<file path="src/hw/rtl/assert_macros.svh">
// Assertion helpers; each use expects clock and reset in scope.
`ifndef ASSERT_MACROS_SVH
`define ASSERT_MACROS_SVH
`ifndef SYNTH
`define JPE_ASSERT_IMPLY(lbl, ante, cons) \
   lbl: assert property (@(posedge clock) disable iff (reset) (ante) |-> (cons)) \
      else $error("check failed");
`define JPE_ASSERT_NEXT(lbl, ante, cons) \
   lbl: assert property (@(posedge clock) disable iff (reset) (ante) |=> (cons)) \
      else $error("check failed");
`else
`define JPE_ASSERT_IMPLY(lbl, ante, cons)
`define JPE_ASSERT_NEXT(lbl, ante, cons)
`endif
`endif

</file>
<file path="src/hw/rtl/jpe_pkg.sv">
package jpe_pkg;

   localparam int MaxOrderDefault = 32;
   localparam int NumCells = 8;
   localparam int DivSteps = 96;
   localparam int DivCntW = $clog2(DivSteps + 2);
   localparam int CoefW = 24;
   localparam int Q8One = 256;
   localparam logic signed [63:0] ValMax = 64'sh7FFF_FFFF_FFFF_FFFF;
   localparam logic signed [63:0] OneQ24 = 64'sh0000_0000_0100_0000;

   localparam logic [1:0] StatusOk = 2'd0;
   localparam logic [1:0] StatusRange = 2'd1;
   localparam logic [1:0] StatusSat = 2'd2;

   typedef enum logic [4:0] {
      ST_IDLE,
      ST_P1A,
      ST_P1B,
      ST_CHECK,
      ST_COEF0,
      ST_COEF1,
      ST_COEF2,
      ST_MULX,
      ST_MULX_W,
      ST_NUM,
      ST_DIV,
      ST_MULC1,
      ST_MULC1_W,
      ST_MULC2,
      ST_MULC2_W,
      ST_UPDATE,
      ST_DERIV,
      ST_DERIV_W,
      ST_FINISH
   } state_type;

   typedef struct packed {
      logic [64:0] rem;
      logic [DivSteps-1:0] dq;
   } div_word_type;

   typedef struct packed {
      logic start;
      logic signed [63:0] a;
      logic signed [63:0] b;
   } mul_req_type;

   typedef struct packed {
      logic done;
      logic neg;
      logic [127:0] mag;
   } mul_rsp_type;

   typedef struct packed {
      logic sat;
      logic signed [63:0] val;
   } sat_val_type;

   function automatic logic [63:0] mag64(input logic signed [63:0] v);
      logic [63:0] r;
      r = v[63] ? 64'(-v) : 64'(v);
      return r;
   endfunction

endpackage

</file>
<file path="src/hw/rtl/jpe_mul.sv">
module jpe_mul (
   input  logic                clock,
   input  logic                reset,
   input  jpe_pkg::mul_req_type mul_req,
   output jpe_pkg::mul_rsp_type mul_rsp
);
   import jpe_pkg::*;

   logic [63:0] ua_ff, ub_ff;
   logic neg_ff;
   logic [127:0] acc_ff;
   logic [63:0] pp_ff;
   logic [1:0] pidx_ff;
   logic [2:0] ph_ff, ph_in;
   logic busy_ff, busy_in;
   logic done_ff, done_in;
   logic [31:0] a_part, b_part;
   logic [6:0] pp_sh;

   always_comb begin
      ph_in = ph_ff;
      busy_in = busy_ff;
      done_in = 1'b0;
      if (mul_req.start) begin
         ph_in = 3'd0;
         busy_in = 1'b1;
      end else if (busy_ff) begin
         if (ph_ff == 3'd4) begin
            busy_in = 1'b0;
            done_in = 1'b1;
         end else begin
            ph_in = ph_ff + 3'd1;
         end
      end
   end

   always_ff @(posedge clock) begin
      if (reset) begin
         ph_ff <= 3'd0;
         busy_ff <= 1'b0;
         done_ff <= 1'b0;
      end else begin
         ph_ff <= ph_in;
         busy_ff <= busy_in;
         done_ff <= done_in;
      end
   end

   assign a_part = ph_ff[1] ? ua_ff[63:32] : ua_ff[31:0];
   assign b_part = ph_ff[0] ? ub_ff[63:32] : ub_ff[31:0];
   assign pp_sh = (pidx_ff == 2'd3) ? 7'd64 : ((pidx_ff == 2'd0) ? 7'd0 : 7'd32);

   always_ff @(posedge clock) begin
      if (mul_req.start) begin
         ua_ff <= mag64(mul_req.a);
         ub_ff <= mag64(mul_req.b);
         neg_ff <= mul_req.a[63] ^ mul_req.b[63];
         acc_ff <= '0;
      end else if (busy_ff) begin
         if (ph_ff != 3'd4) begin
            pp_ff <= 64'(a_part) * 64'(b_part);
            pidx_ff <= ph_ff[1:0];
         end
         if (ph_ff != 3'd0) begin
            acc_ff <= acc_ff + ({64'b0, pp_ff} << pp_sh);
         end
      end
   end

   assign mul_rsp.done = done_ff;
   assign mul_rsp.neg = neg_ff;
   assign mul_rsp.mag = acc_ff;

endmodule

</file>
<file path="config.mk">
export PLATFORM = sky130hd
export DESIGN_NAME = jpe_mul
export DESIGN_NICKNAME = d
export VERILOG_FILES = /design/src/hw/rtl/assert_macros.svh /design/src/hw/rtl/jpe_pkg.sv /design/src/hw/rtl/jpe_mul.sv
export SDC_FILE = /design/constraint.sdc
export NUM_CORES = 2
export LEC_CHECK = 0
export ABC_AREA = 1
export BUFFER_PORTS_ARGS = -buffer_cell sky130_fd_sc_hd__buf_4
export CAP_MARGIN = 20
export CORE_MARGIN = 4
export CORE_UTILIZATION = 50
export DETAILED_ROUTE_END_ITERATION = 16
export PLACE_DENSITY = 0.69
export SLEW_MARGIN = 40
export SYNTH_ARGS = -nofsm -noshare
export SYNTH_HDL_FRONTEND = slang
export SYNTH_SLANG_ARGS = --single-unit
</file>
<file path="constraint.sdc">
create_clock -name clock -period 6.62 [get_ports clock]
set_clock_uncertainty 0.2 [all_clocks]
set_input_delay 1.324 -clock clock [delete_from_list [all_inputs] [get_ports clock]]
set_output_delay 1.324 -clock clock [all_outputs]
set_load 0.1 [all_outputs]
</file>
# After elaboration in Yosys (flattened, before gate mapping)
# Index checks and enable logic that the tools add are counted.
[op_classes]
n_addsub = 4
multipliers = 1
n_eq_ne = 3
n_shift = 1
n_mux = 10
bitwise_logic = 4
reduce_logical = 7
[ops]
columns = ["operator", "n"]
rows = [
  ["128-bit adder", 1],
  ["64-bit negator", 2],
  ["64-bit by 7-bit << shifter with 128-bit output", 1],
  ["63-bit two-way mux", 2],
  ["32-bit by 32-bit multiplier with 64-bit output", 1],
  ["32-bit two-way mux", 2],
  ["7-bit two-way mux", 1],
  ["6-bit two-way mux", 1],
  ["1-bit two-way mux", 4],
  ["2-bit AND reduction", 2],
  ["3-bit by 1-bit adder with 3-bit output (second input constant)", 1],
  ["3-bit equality test (second input constant)", 1],
  ["3-bit inequality test (second input constant)", 1],
  ["1-bit inverter", 3],
  ["3-bit AND reduction", 1],
  ["3-bit nonzero test", 1],
  ["3-bit OR reduction", 1],
  ["2-bit equality test (second input constant)", 1],
  ["2-bit zero test", 1],
  ["2-bit OR reduction", 1],
  ["1-bit bitwise XOR", 1],
]
[word_totals]
ff_bits = 328
output_inout_bits = 130

# Depth between registers and ports, before layout
[depth]
word_depth = 5
ltp_mapped = 37
depth_no_buf = 35

# Worst setup path after synthesis
# OpenSTA, ideal clock, no wires.
[synth_path]
path_type = "register to register"
from = "register ph_ff[0]"
to = "register pp_ff[57] (data pin)"
setup_ns = 0.252
arrival_ns = 6.881
required_time_ns = 6.168
setup_slack_ns = -0.713
path_stages_with_launch = 32
path_buffers = 3
path_cell_list = "dfxtp_1 -> inv_2 -> clkbuf_1 -> or2_2 -> o21ai_0 -> buf_2 -> buf_2 -> nor2_1 -> fa_1 -> fa_1 -> fa_1 -> inv_1 -> fa_1 -> inv_1 -> fa_1 -> fa_1 -> fa_1 -> inv_1 -> fa_1 -> inv_1 -> ha_1 -> nand2_1 -> nor2_1 -> inv_1 -> nor2_1 -> nand3_1 -> o21ai_0 -> nand2_1 -> nand2_1 -> nand2_1 -> nand3_1 -> nand2_1"
[synth_via]
elab_chain_len = 2
[synth_rtl]
columns = ["item", "line", "text"]
rows = [
  ["start: declaration", "jpe_mul.sv:14", "logic [2:0] ph_ff, ph_in;"],
  ["start signal: assignment", "jpe_mul.sv:43", "ph_ff <= ph_in;"],
  ["32-bit two-way mux", "jpe_mul.sv:50", "assign b_part = ph_ff[0] ? ub_ff[63:32] : ub_ff[31:0];"],
  ["32-bit by 32-bit multiplier with 64-bit output", "jpe_mul.sv:61", "pp_ff <= 64'(a_part) * 64'(b_part);"],
  ["end signal: assignment", "jpe_mul.sv:61", ""],
  ["end: declaration", "jpe_mul.sv:12", "logic [63:0] pp_ff;"],
]
# No other way between the ends.
# A chain may end at the register's enable or synchronous reset.

# Worst setup path after layout
[layout_path]
from = "register ph_ff[0]"
to = "register pp_ff[36] (data pin)"
# The elaborated chain is that of the path after synthesis.

==> metrics <==
status=finished with violations; failing checks=setup timing; R2R setup slack=-0.94 ns; Seq/Total Area, Yosys=0.134; Avg Vias per Cell=between 5 and 6; Die Area=133000 µm²; Primary FF master, synth=edfxtp_1; setup_tns=-34.98 ns; unrepaired setup endpoints after global routing=yes; Max clock buf depth=3; initial antenna violation count=3; most frequent cell after synthesis=nand2_1; via count=between 60000 and 70000; CTS tree=built; FF+latch count, synth=approximately 330; PnR worst setup slack=-0.944 ns; cell mode on critical path=fa_1; first-pass GRT wire length=402000 µm; Placer Congestion=~1.1; Critical Path Max Stage Delay=just under 0.6 ns; Syn-to-layout area delta=21.9%; DP HPWL=around 230000 µm; crit start category=register; post-layout min period=about 7.6 ns; Crit Path Class=register to register; Critical Path Sink Type=register; setup violators final=between 50 and 60; YS warnings=0; Final Cycle Share=1.14; max-slew violations=0; DRT iter0 DRCs=roughly 6000; met3 GRT Util=0.0894; core area=between 100000 and 150000 µm²; CP max FO=17; DP Cell Count=roughly 12000; Least-Margin Pin Slew=approximately 1 ns; nets@finish=between 10000 and 15000; Hold Vio Cnt, Final=0; Pre-antenna DRT Iters=6; post-synthesis async set-or-reset flop share=0; root buf cell=clkbuf_16; WP data required=6.92 ns; CTS sink count=~330; Synth area leaders=fa_1 (28%), nand2_1 (14%), inv_1 (13%), edfxtp_1 (9.2%), nor2_1 (8.7%); maximum clock frequency=about 130 MHz; GR Layer Usage met1=0.489; syn avg cell area=between 6 and 7 µm²; largest area contributor in the netlist=fa_1; Final Non-Filler Cells=~12000; ratio of cells with drive above 1 in the final layout=0.162; top cell type's share of synthesized area=0.282; Inserted Clock Buffers=46; # port buffers=260; slew margin rel.=0.320; largest net degree at the start of global routing=73; WL/cell=approximately 23 µm; CTS H-tree lvls=2; Remaining DRCs=0; Synth top cells by count=nand2_1 (2446), inv_1 (2181), nor2_1 (1475); syn nets=approximately 11000; gr ovfl total=0; Total GRT Usage=0.413; GRT met2 Usage=0.656; Die Span X=~360 µm; cell row count=130; Top Ports=261; WL final=~280000 µm; Syn Std Cell Area=approximately 64000 µm²; DRT antenna net count=0; vias in the first global route=63700; CTS clk-pin slew, worst paths=0.06 ns; Die Y-Extent=between 300 and 400 µm; Critical-path top delay cell=fa_1; Syn Inst Count=between 9000 and 10000; WP data arrival=7.87 ns; initial cell density of the core=0.505; Unique masters post-synth=56; gr busiest metal=met2; later-pin clock latency in the skew report=roughly 0.7 ns; Hold Crit Class=register to register; Post-synth EDFFs=just under 200; Post-Place Worst Slack=-1.01 ns; max-cap violations=0
-- timing repair --
| item | in CTS | in global routing |
|---|---|---|
| gates cloned | 3 | 2 |
| pin swaps | 48 | 72 |
| gates resized for setup | 198 | 236 |
| endpoints found under the setup margin | 54 | 54 |
| buffers inserted | 41 | 41 |
| hold buffers | 0 | 0 |
-- cell families (layout without fill, tap and decap cells) --
group / after synthesis / in the layout / share of synthesized area
buf+inv: 2470 / 3305 / 0.147
flops: 328 / 328 / 0.134
simple gates: 4427 / 4427 / 0.279
xor+xnor: 227 / 227 / 0.0312
fa+ha+maj: 1292 / 1292 / 0.360
compound gates: 565 / 565 / 0.0494
other cells: 0 / 6 / 0
-- sequential cells by signal, indices dropped and copies added, names as in the netlist --
signal,count
acc_ff,128
pp_ff,64
ua_ff,64
ub_ff,64
ph_ff,3
pidx_ff,2
busy_ff,1
done_ff,1
neg_ff,1
-- critical path, delay by kind of cell, from the launching register on --
kind,cells,cell delay (ns)
fa+ha+maj,9,4.40
simple gates,5,0.72
compound gates,3,0.37
xor+xnor,1,0.20
buf+inv,10,1.08
flops,1,0.41
-- cell usage in the layout, fill, tap and decap left out, types with 26 or more instances in the layout --
master,instances
nand3_1,220
o21ai_0,176
nor3_1,48
nand2_2,62
nor2_2,56
buf_6,34
a21oi_1,136
or2_2,40
a21oi_2,30
nor2_4,26
nand4_1,47
o21ai_2,47
buf_12,111
dfxtp_1,131
ha_4,46
inv_1,2145
inv_2,59
o21ai_1,41
ha_1,348
fa_2,44
nor2_1,1413
o21ai_4,34
nand2_1,2391
xnor2_1,49
edfxtp_1,195
xor2_1,172
clkbuf_16,49
fa_1,853
buf_4,833
-- per-stage QoR --
stage | hold slack (ns) | area, µm² | utilization
after floorplan | 0.237 | 64900 | -
after global placement | 0.286 | 73400 | 0.583
after detailed placement | 0.303 | 73400 | 0.583
after CTS | 0.311 | 76200 | 0.604
after global routing | 0.331 | 77600 | 0.615
final | 0.304 | 77600 | 0.616
-- area by class of cell --
cell class	count	area (µm²)
diodes	6	15.0
well taps	1650	2060
flip-flops and latches	328	8530
repair buffers	993	9150
inverters	2226	8400
multi-input cells	6511	47900
fillers	11600	48500
clock inverters	30	278
clock buffers	56	1220
-- per-layer routing --
metal	up-vias	routed length, µm
li1	29000	-
met1	30100	101000
met2	3386	122000
met3	941	26500
met4	0	27700
met5	-	0
-- path summary, 6_finish.rpt --
path | startpoint | to | cells after the start
worst max-delay path | ph_ff[0]$_SDFFE_PP0P_ | pp_ff[36]$_DFFE_PP_ | 28
worst min register to register | ph_ff[2]$_SDFFE_PP0P_ | done_ff$_SDFF_PP0_ | 2
worst min-delay path | ph_ff[2]$_SDFFE_PP0P_ | done_ff$_SDFF_PP0_ | 2
worst max register to register | ph_ff[0]$_SDFFE_PP0P_ | pp_ff[36]$_DFFE_PP_ | 28
Power is not shown: default switching activity piles up to over one toggle a cycle in this logic, so the estimate is an artifact.
