<file path="src/hw/rtl/assert_macros.svh">
// Assertion helpers; each use expects clock and reset in scope.
`ifndef ASSERT_MACROS_SVH
`define ASSERT_MACROS_SVH
`ifndef SYNTH
`define JPE_ASSERT_IMPLY(lbl, ante, cons) \
   lbl: assert property (@(posedge clock) disable iff (reset) (ante) |-> (cons)) \
      else $error("check failed");
`define JPE_ASSERT_NEXT(lbl, ante, cons) \
   lbl: assert property (@(posedge clock) disable iff (reset) (ante) |=> (cons)) \
      else $error("check failed");
`else
`define JPE_ASSERT_IMPLY(lbl, ante, cons)
`define JPE_ASSERT_NEXT(lbl, ante, cons)
`endif
`endif

</file>
<file path="src/hw/rtl/jpe_pkg.sv">
package jpe_pkg;

   localparam int MaxOrderDefault = 32;
   localparam int NumCells = 8;
   localparam int DivSteps = 96;
   localparam int DivCntW = $clog2(DivSteps + 2);
   localparam int CoefW = 24;
   localparam int Q8One = 256;
   localparam logic signed [63:0] ValMax = 64'sh7FFF_FFFF_FFFF_FFFF;
   localparam logic signed [63:0] OneQ24 = 64'sh0000_0000_0100_0000;

   localparam logic [1:0] StatusOk = 2'd0;
   localparam logic [1:0] StatusRange = 2'd1;
   localparam logic [1:0] StatusSat = 2'd2;

   typedef enum logic [4:0] {
      ST_IDLE,
      ST_P1A,
      ST_P1B,
      ST_CHECK,
      ST_COEF0,
      ST_COEF1,
      ST_COEF2,
      ST_MULX,
      ST_MULX_W,
      ST_NUM,
      ST_DIV,
      ST_MULC1,
      ST_MULC1_W,
      ST_MULC2,
      ST_MULC2_W,
      ST_UPDATE,
      ST_DERIV,
      ST_DERIV_W,
      ST_FINISH
   } state_type;

   typedef struct packed {
      logic [64:0] rem;
      logic [DivSteps-1:0] dq;
   } div_word_type;

   typedef struct packed {
      logic start;
      logic signed [63:0] a;
      logic signed [63:0] b;
   } mul_req_type;

   typedef struct packed {
      logic done;
      logic neg;
      logic [127:0] mag;
   } mul_rsp_type;

   typedef struct packed {
      logic sat;
      logic signed [63:0] val;
   } sat_val_type;

   function automatic logic [63:0] mag64(input logic signed [63:0] v);
      logic [63:0] r;
      r = v[63] ? 64'(-v) : 64'(v);
      return r;
   endfunction

endpackage

</file>
<file path="src/hw/rtl/jpe_div_cell.sv">
module jpe_div_cell (
   input  logic                 clock,
   input  jpe_pkg::div_word_type word_in,
   input  logic [63:0]          den,
   output jpe_pkg::div_word_type word_out
);
   import jpe_pkg::*;

   div_word_type word_ff;
   div_word_type word_in_step;
   logic [64:0] rem_sh;

   always_comb begin
      rem_sh = {word_in.rem[63:0], word_in.dq[DivSteps-1]};
      word_in_step.dq = {word_in.dq[DivSteps-2:0], 1'b0};
      word_in_step.rem = rem_sh;
      if (rem_sh >= {1'b0, den}) begin
         word_in_step.rem = rem_sh - {1'b0, den};
         word_in_step.dq[0] = 1'b1;
      end
   end

   always_ff @(posedge clock) begin
      word_ff <= word_in_step;
   end

   assign word_out = word_ff;

endmodule

</file>
<file path="config.mk">
export PLATFORM = sky130hd
export DESIGN_NAME = jpe_div_cell
export DESIGN_NICKNAME = d
export VERILOG_FILES = /design/src/hw/rtl/assert_macros.svh /design/src/hw/rtl/jpe_pkg.sv /design/src/hw/rtl/jpe_div_cell.sv
export SDC_FILE = /design/constraint.sdc
export NUM_CORES = 1
export LEC_CHECK = 0
export BUFFER_PORTS_ARGS = -buffer_cell sky130_fd_sc_hd__clkbuf_2
export CORE_AREA = 2 2 150 152
export CTS_CLUSTER_DIAMETER = 50
export DETAILED_ROUTE_END_ITERATION = 8
export DIE_AREA = 0 0 152 154
export HOLD_SLACK_MARGIN = 0.06
export PLACE_DENSITY_LB_ADDON = 0.12
export SETUP_SLACK_MARGIN = 0.1
export SYNTH_ARGS = -nofsm -noshare
export SYNTH_HDL_FRONTEND = slang
export SYNTH_SLANG_ARGS = --single-unit
export TNS_END_PERCENT = 20
</file>
<file path="constraint.sdc">
create_clock -name clock -period 4.6 [get_ports clock]
set_input_delay 0.46 -clock clock [delete_from_list [all_inputs] [get_ports clock]]
set_output_delay 0.46 -clock clock [all_outputs]
set_load 0.02 [all_outputs]
</file>
## Yosys cells after proc, flatten, opt, wreduce, memory -nomap -nowiden

Index checks and enable logic that the tools add are counted.

| word-level totals | value |
|---|---|
| register bits after elaboration | 161 |
| bits of input ports | 226 |
| output and inout port bits | 161 |
| word-level logic and storage cells | 6 |

| operators by class | value |
|---|---|
| $add $sub $neg | 1 |
| order comparisons | 1 |
| mux-type cells | 2 |

Operators with widths:

| kind | number |
|---|---|
| $ge A65 B64 Y1 | 1 |
| $mux W65 | 1 |
| $sub A65 B64 Y65 | 1 |
| $mux W1 | 1 |

## Longest topological paths before layout

Gate-level depths: netlist of the first run.

| logic depth | value |
|---|---|
| word-level depth | 2 |
| depth in mapped cells | 15 |

## Least setup slack after synthesis of the first run

Ideal clock, no wire load.

| path | value |
|---|---|
| path type | input-to-reg |
| start point | in den[17] |
| end point | reg word_ff, in the netlist word_out[143] |
| setup time | 129 ps |
| arrival time | 2904 ps |
| path slack | 1568 ps |
| cell stages on the path | 14 |
| path buffers | 3 |
| path through | inv_1 -> ha_1 -> and2_4 -> nand3_1 -> or4_1 -> or3_1 -> o31ai_1 -> a21oi_1 -> o211a_1 -> buf_6 -> buf_6 -> buf_2 -> nand2_1 -> o21ai_0 |

RTL lines:

| what | RTL line | text |
|---|---|---|
| from (decl) | jpe_div_cell.sv:4 | `input logic [63:0] den,` |
| to (signal assigned) | jpe_div_cell.sv:24 | `word_ff <= word_in_step;` |
| to (decl) | jpe_div_cell.sv:9 | `div_word_type word_ff;` |

==> results of run 1 <==
cells in the final DEF (no fill, tap or decap), types with 7 or more instances in the layout:
| cell | instances |
|---|---|
| clkbuf_2 | 385 |
| dfxtp_1 | 161 |
| nand2_1 | 118 |
| a21oi_1 | 110 |
| o21ai_0 | 91 |
| inv_1 | 85 |
| ha_1 | 64 |
| nor2_1 | 47 |
| xnor2_1 | 34 |
| xor2_1 | 25 |
| a21o_1 | 24 |
| nand4_1 | 20 |
| clkbuf_16 | 17 |
| o21bai_1 | 16 |
| nand3_1 | 14 |
| nor3_1 | 14 |
| and3_1 | 10 |
| nand2b_1 | 9 |
| o31ai_1 | 8 |
| a31oi_1 | 7 |
stage by stage:
stage / cell area (um2) / setup WS (ns) / utilization [%]
global route: 10730 / 1.106 / 49.46
global placement: 10150 / 0.8430 / 46.81
floorplan: 8028 / 1.568 / -
finish: 10730 / 1.242 / 49.46
CTS: 10730 / 1.301 / 49.46
detailed placement: 10150 / 0.8624 / 46.81
cells in the mapped netlist (2+ instances only):
cell and count:
dfxtp_1 161, nand2_1 118, a21oi_1 110, o21ai_0 91, inv_1 85, ha_1 64, nor2_1 47, clkbuf_1 35
xnor2_1 34, xor2_1 25, a21o_1 24, nand4_1 20, o21bai_1 16, nand3_1 14, nor3_1 14, and3_1 10
nand2b_1 9, o31ai_1 8, a31oi_1 7, a21boi_0 5, o21a_1 5, nor2b_1 4, o21ai_1 4, or3_1 4
a211o_1 3, a221oi_1 3, a31o_2 3, and4_1 3, buf_2 3, buf_6 3, nor3b_1 3, o211ai_1 3
o221a_2 3, a2111oi_0 2, a211oi_1 2, a221o_1 2, and2_1 2, o2111ai_1 2, o221ai_1 2, or2_2 2
power by group through the flow:
stage / Combinational [mW] / Sequential, mW / Clock, mW
after global routing: 1.32 / 1.62 / 1.50
after CTS: 1.22 / 1.61 / 1.45
after detailed placement: 1.21 / 1.64 / 0
after global placement: 1.21 / 1.64 / 0
final: 1.21 / 1.61 / 1.41
after floorplan: 0.550 / 1.85 / 0
area by class of cell:
class                   count  area [um2]  area share, %
inverters                  86       327.8          3.056
repair buffers            386        1947          18.15
multi-input cells         681        4304          40.12
clock inverters            14       136.4          1.271
well taps                 280       350.3          3.266
flip-flops and latches    161        3223          30.04
clock buffers              18       439.2          4.094
worst paths after layout:
path / start / end / depth (start not counted)
max: word_in[95] / word_out[160] / 14
min: word_in[45] / word_out[46] / 1
cell families after synthesis:
group,Yosys count,share of synthesized area (%)
AO/OA/AOI/OAI,300,22.09
XOR/XNOR,59,6.437
adder cells (fa/ha/maj),65,10.22
buffers and inverters,127,6.328
flip-flops,161,40.15
multiplexers,1,0.1403
AND/OR/NAND/NOR,256,14.64
per-layer routing:
layer  vias to the layer above  routed length (um)  GRT usage, %
li1                       4081                   -             -
met4                         0                 531         7.121
met5                         -                   0             0
met2                       268               13490         39.40
met3                        30                1661         5.468
met1                      3670               12700         30.72
critical path: cells and delay by family:
kind | cells | cell delay, ns
and+or+nand+nor | 1 | 0.19
AOI/OAI and AO/OA | 8 | 2.00
buffers and inverters | 2 | 0.13
muxes | 1 | 0.26
adders and majority gates | 2 | 0.63
==> impl_metrics.env, run 1 <==
export IMPL_status="finished clean"
export IMPL_post_cts_buffers=0
export IMPL_grt_pass1_wl_mm=43.74
export IMPL_antenna_found_initial=0
export IMPL_cts_sinks=161
export IMPL_slowest_delay_ns=0.41
export IMPL_die_width_um=152
export IMPL_hold_viol=0
export IMPL_area_growth_pct=33.63
export IMPL_netlist_instances=969
export IMPL_end_kind="register"
export IMPL_slowest_stage="fa_1"
export IMPL_finalMaxSlewViolations=0
export IMPL_cellInternalPower_mw=2.749
export IMPL_finalNetCount=1624
export IMPL_rsz0062_at_grt="false"
export IMPL_fin_crit_sh_pct=73.01
export IMPL_instances_no_fill=1626
export IMPL_path_cells="clkbuf_2, inv_1, ha_1, fa_1, nand2b_1, a21oi_1, o21ai_0, o21ai_0, a21oi_1, o221a_2, o21ai_1, a21oi_1, o31a_1, mux2_2"
export IMPL_crit_top_cell="a21oi_1"
export IMPL_synth_top_flop_cell="dfxtp_1"
export IMPL_row_count=54
export IMPL_clockBufferDepth=2
export IMPL_ys_seq_area_share_pct=40.15
export IMPL_ios=387
export IMPL_setup_violations=0
export IMPL_grt_pass1_vias=7780
export IMPL_whs_ns=0.1280
export IMPL_syn_area_mm2=0.008028
export IMPL_cts_max_level=4
export IMPL_cp_max_fo=4
export IMPL_hpwl_mm=23.47
export IMPL_relSlewSlack_pct=58.13
export IMPL_vias_per_cell=4.950
export IMPL_clock_power_share_pct=33.3
export IMPL_drt_pass1_iter_count=4
export IMPL_setup_tns_final_ns=0
export IMPL_cts_hold_fix_buffers=0
export IMPL_swShare_pct=35.03
export IMPL_grt_overflow=0
export IMPL_arrival_ns=3.67
export IMPL_cp_required_ns=4.92
export IMPL_fill_cells=2180
export IMPL_max_cap_violations=0
export IMPL_synth_seq_cells=161
export IMPL_grt_max_degree=54
export IMPL_combPwrFrac_pct=28.7
export IMPL_ys_types=54
export IMPL_synthesis_nets=1260
export IMPL_die_h_um=154
export IMPL_root_buffer="clkbuf_16"
export IMPL_power_share_sequential_pct=38.0
export IMPL_initial_core_util_pct=37.01
export IMPL_gp_congestion=0.8610
export IMPL_fmax_mhz=297.8
export IMPL_diodes=0
export IMPL_vdd_drop_max_mv=0.1803
export IMPL_die_area_mm2=0.02341
export IMPL_cts_buffers=17
export IMPL_first_iter_violations=397
export IMPL_grt_usage_pct=23.70
export IMPL_drc=0
export IMPL_synth_largest_area_cell="dfxtp_1"
export IMPL_cts_tree="yes"
export IMPL_drtAntennaViolNets=0
export IMPL_start_kind="primary input"
export IMPL_clk_pin_slew_ns=0.07
export IMPL_yosys_top_cells_area="dfxtp_1, ha_1, a21oi_1"
export IMPL_critPathKind="primary input to register"
export IMPL_vias=8049
export IMPL_portBuffers=385
export IMPL_yosys_warnings=0
export IMPL_core_mm2=0.02169
export IMPL_largest_reg_flops=161
export IMPL_synth_edff_count=0
export IMPL_hold_path_class="primary input to register"
export IMPL_period_needed_ns=3.358
export IMPL_design_power_total_mw=4.231
export IMPL_powerDensity_mw_per_mm2=394.4
export IMPL_drive_gt1_share_pct=31.95
export IMPL_post_cts_resized=0
export IMPL_p_switching_mw=1.482
export IMPL_yosys_area_top_type_share_pct=40.15
export IMPL_p_leak_nw=5.467
export IMPL_dp_cells=1594
export IMPL_syn_area_per_cell_um2=8.285
export IMPL_synthArstFlopShare_pct=0
export IMPL_wirelength_mm=28.38
export IMPL_tightest_slew_ns=0.6225
export IMPL_wl_per_cell_um=17.46
No activity file was read; power rests on OpenSTA's default activity.
==> run 2: changes to the inputs <==
CORE_AREA = 2 2 151 153   (was 2 2 150 152)
DIE_AREA = 0 0 153 155   (was 0 0 152 154)
clock period = 3.5 ns   (was 4.6 ns; I/O delays follow)
==> run 2 against run 1 <==
  * Critical endpoint unchanged
  * Non-clock buffer count grew 112
  * Core utilization grew 3.7 points
  * Total power grew 34%
  * Sequential share of layout area shrank 2.8 points
  * Global-route usage grew 1.1 points
  * Sequential power grew 32%
  * Critical path depth is the same
  * Design area grew 10%
  * Hold slack gained 0.013 ns
  * Cell count grew 7.2%
  * Sequential cell count is the same
  * Via count grew 5.3%
  * Largest power group unchanged
==> impl_metrics.env, run 2 (synthesis gave the netlist of run 1 again) <==
export IMPL_cts_max_level=4
export IMPL_die_area_mm2=0.02372
export IMPL_max_cap_violations=0
export IMPL_period_needed_ns=2.961
export IMPL_crit_family="compound AO/OA/AOI/OAI gates"
export IMPL_fin_crit_sh_pct=84.60
export IMPL_highest_layer="met4"
export IMPL_wl_per_cell_um=17.36
export IMPL_critPathLaunch="word_in[95]"
export IMPL_grt_pass1_vias=8371
export IMPL_p_leak_nw=5.940
export IMPL_core_mm2=0.02223
export IMPL_cellInternalPower_mw=3.686
export IMPL_diodes=0
export IMPL_vias=8477
export IMPL_grt_max_degree=58
export IMPL_cts_sinks=161
export IMPL_place_area_mm2=0.01029
export IMPL_fin_util_pct=53.14
export IMPL_cp_depth=14
export IMPL_met1_length_mm=13.37
export IMPL_arrival_ns=3.28
export IMPL_p_switching_mw=1.984
export IMPL_drc=0
export IMPL_finalMaxSlewViolations=0
export IMPL_cp_required_ns=3.82
export IMPL_root_buffer="clkbuf_16"
export IMPL_end_kind="register"
export IMPL_hpwl_mm=23.84
export IMPL_slowest_delay_ns=0.39
export IMPL_crit_top_cell="a21oi_1"
export IMPL_ios=387
export IMPL_swShare_pct=34.99
export IMPL_hold_path_class="primary input to register"
export IMPL_final_area_mm2=0.01181
export IMPL_largest_reg_flops=161
export IMPL_cp_num_buf_inv=2
export IMPL_vias_per_cell=4.863
export IMPL_final_common_cell="clkbuf_2"
export IMPL_drtAntennaViolNets=0
export IMPL_first_iter_violations=406
export IMPL_min_from="word_in[102]"
export IMPL_clk_pin_slew_ns=0.07
export IMPL_rsz0062_at_grt="false"
export IMPL_clock_power_share_pct=32.4
export IMPL_setup_tns_final_ns=0
export IMPL_cts_tree="yes"
export IMPL_die_h_um=155
export IMPL_wl_met3_mm=1.683
export IMPL_status="finished clean"
export IMPL_cp_max_fo=3
export IMPL_endpoint="word_out[160]"
export IMPL_area_growth_pct=47.13
export IMPL_start_kind="primary input"
export IMPL_mostFrequentLayoutCells="clkbuf_2, dfxtp_1, nand2_1"
export IMPL_drt_pass1_iter_count=4
export IMPL_grt_usage_pct=24.84
export IMPL_gp_congestion=0.8879
export IMPL_post_cts_resized=0
export IMPL_wirelength_mm=30.26
export IMPL_setup_violations=0
export IMPL_critPathKind="primary input to register"
export IMPL_vdd_drop_max_mv=0.2291
export IMPL_wl_met2_mm=14.55
export IMPL_post_cts_buffers=0
export IMPL_tightest_slew_ns=0.6496
export IMPL_combPwrFrac_pct=30.2
export IMPL_fmax_mhz=337.7
export IMPL_finalNetCount=1736
export IMPL_relSlewSlack_pct=56.30
export IMPL_clockBufferDepth=2
export IMPL_cts_hold_fix_buffers=95
export IMPL_antenna_found_initial=0
export IMPL_row_count=55
export IMPL_path_cells="clkbuf_2, inv_1, ha_1, fa_1, nand2b_1, a21oi_1, o21ai_0, o21ai_0, a21oi_1, o221a_2, o21ai_1, a21oi_1, o31a_1, mux2_2"
export IMPL_die_width_um=153
export IMPL_initial_core_util_pct=36.12
export IMPL_cts_buffers=17
export IMPL_power_share_sequential_pct=37.4
export IMPL_slowest_stage="fa_1"
export IMPL_hold_viol=0
export IMPL_portBuffers=385
export IMPL_grt_pass1_wl_mm=46.08
export IMPL_grt_overflow=0
export IMPL_drive_gt1_share_pct=30.59
export IMPL_powerDensity_mw_per_mm2=480.1
-- run 2: cell count changes in the layout (fill, tap and decap cells not counted), sizes merged --
| cell | before | now |
|---|---|---|
| clkinv | 3 | 6 |
| dlygate4sd3 | 0 | 95 |
| buf | 1 | 18 |
| inv | 95 | 92 |
-- run 2: power groups by stage --
stage	Clock (mW)	Combinational [mW]	Sequential (mW)
after floorplan	0	0.722	2.44
after global placement	0	1.62	2.16
after detailed placement	0	1.62	2.16
after CTS	1.88	1.72	2.12
after global routing	1.94	1.86	2.14
final	1.84	1.71	2.12
-- run 2: how the worst min path moves through the flow --
stage	to	slack, ns	cells after the start
2_1_floorplan	word_out[10]	0.38	0
3_3_place_gp	word_out[50]	0.45	1
3_5_place_dp	word_out[79]	0.45	1
4_1_cts	word_out[133]	0.13	3
5_1_grt	word_out[103]	0.14	3
6_report	word_out[103]	0.14	3
-- run 2: per-stage QoR --
stage / total power [mW] / cells / hold WS, ns / setup slack [ns]
4_1_cts: 5.722 / 1743 / 0.1257 / 0.5980
3_5_place_dp: 3.779 / 1616 / 0.4539 / 0.1549
6_report: 5.670 / 1743 / 0.1411 / 0.5389
3_3_place_gp: 3.779 / 1616 / 0.4523 / 0.1638
2_1_floorplan: 3.160 / 969 / 0.3777 / 0.5779
5_1_grt: 5.950 / 1743 / 0.1390 / 0.3343
-- run 2: cell type report --
cell class | instances | area (um2)
fillers | 2134 | 10420
inverters | 86 | 327.8
multi-input cells | 681 | 4304
flip-flops and latches | 161 | 3223
repair buffers | 498 | 3025
clock buffers | 18 | 429.2
clock inverters | 14 | 145.1
well taps | 285 | 356.6
-- run 2: worst min-delay path: cells and delay by family --
kind	cells	cell delay [ns]
AOI/OAI and AO/OA	1	0.05
buffers and inverters	1	0.09
and+or+nand+nor	1	0.04
-- run 2: layer usage --
metal / track usage [%] / vias to the layer above
met5: 0 / -
met4: 7.451 / 0
met3: 4.986 / 30
met2: 42.86 / 280
met1: 31.48 / 3860
li1: - / 4307
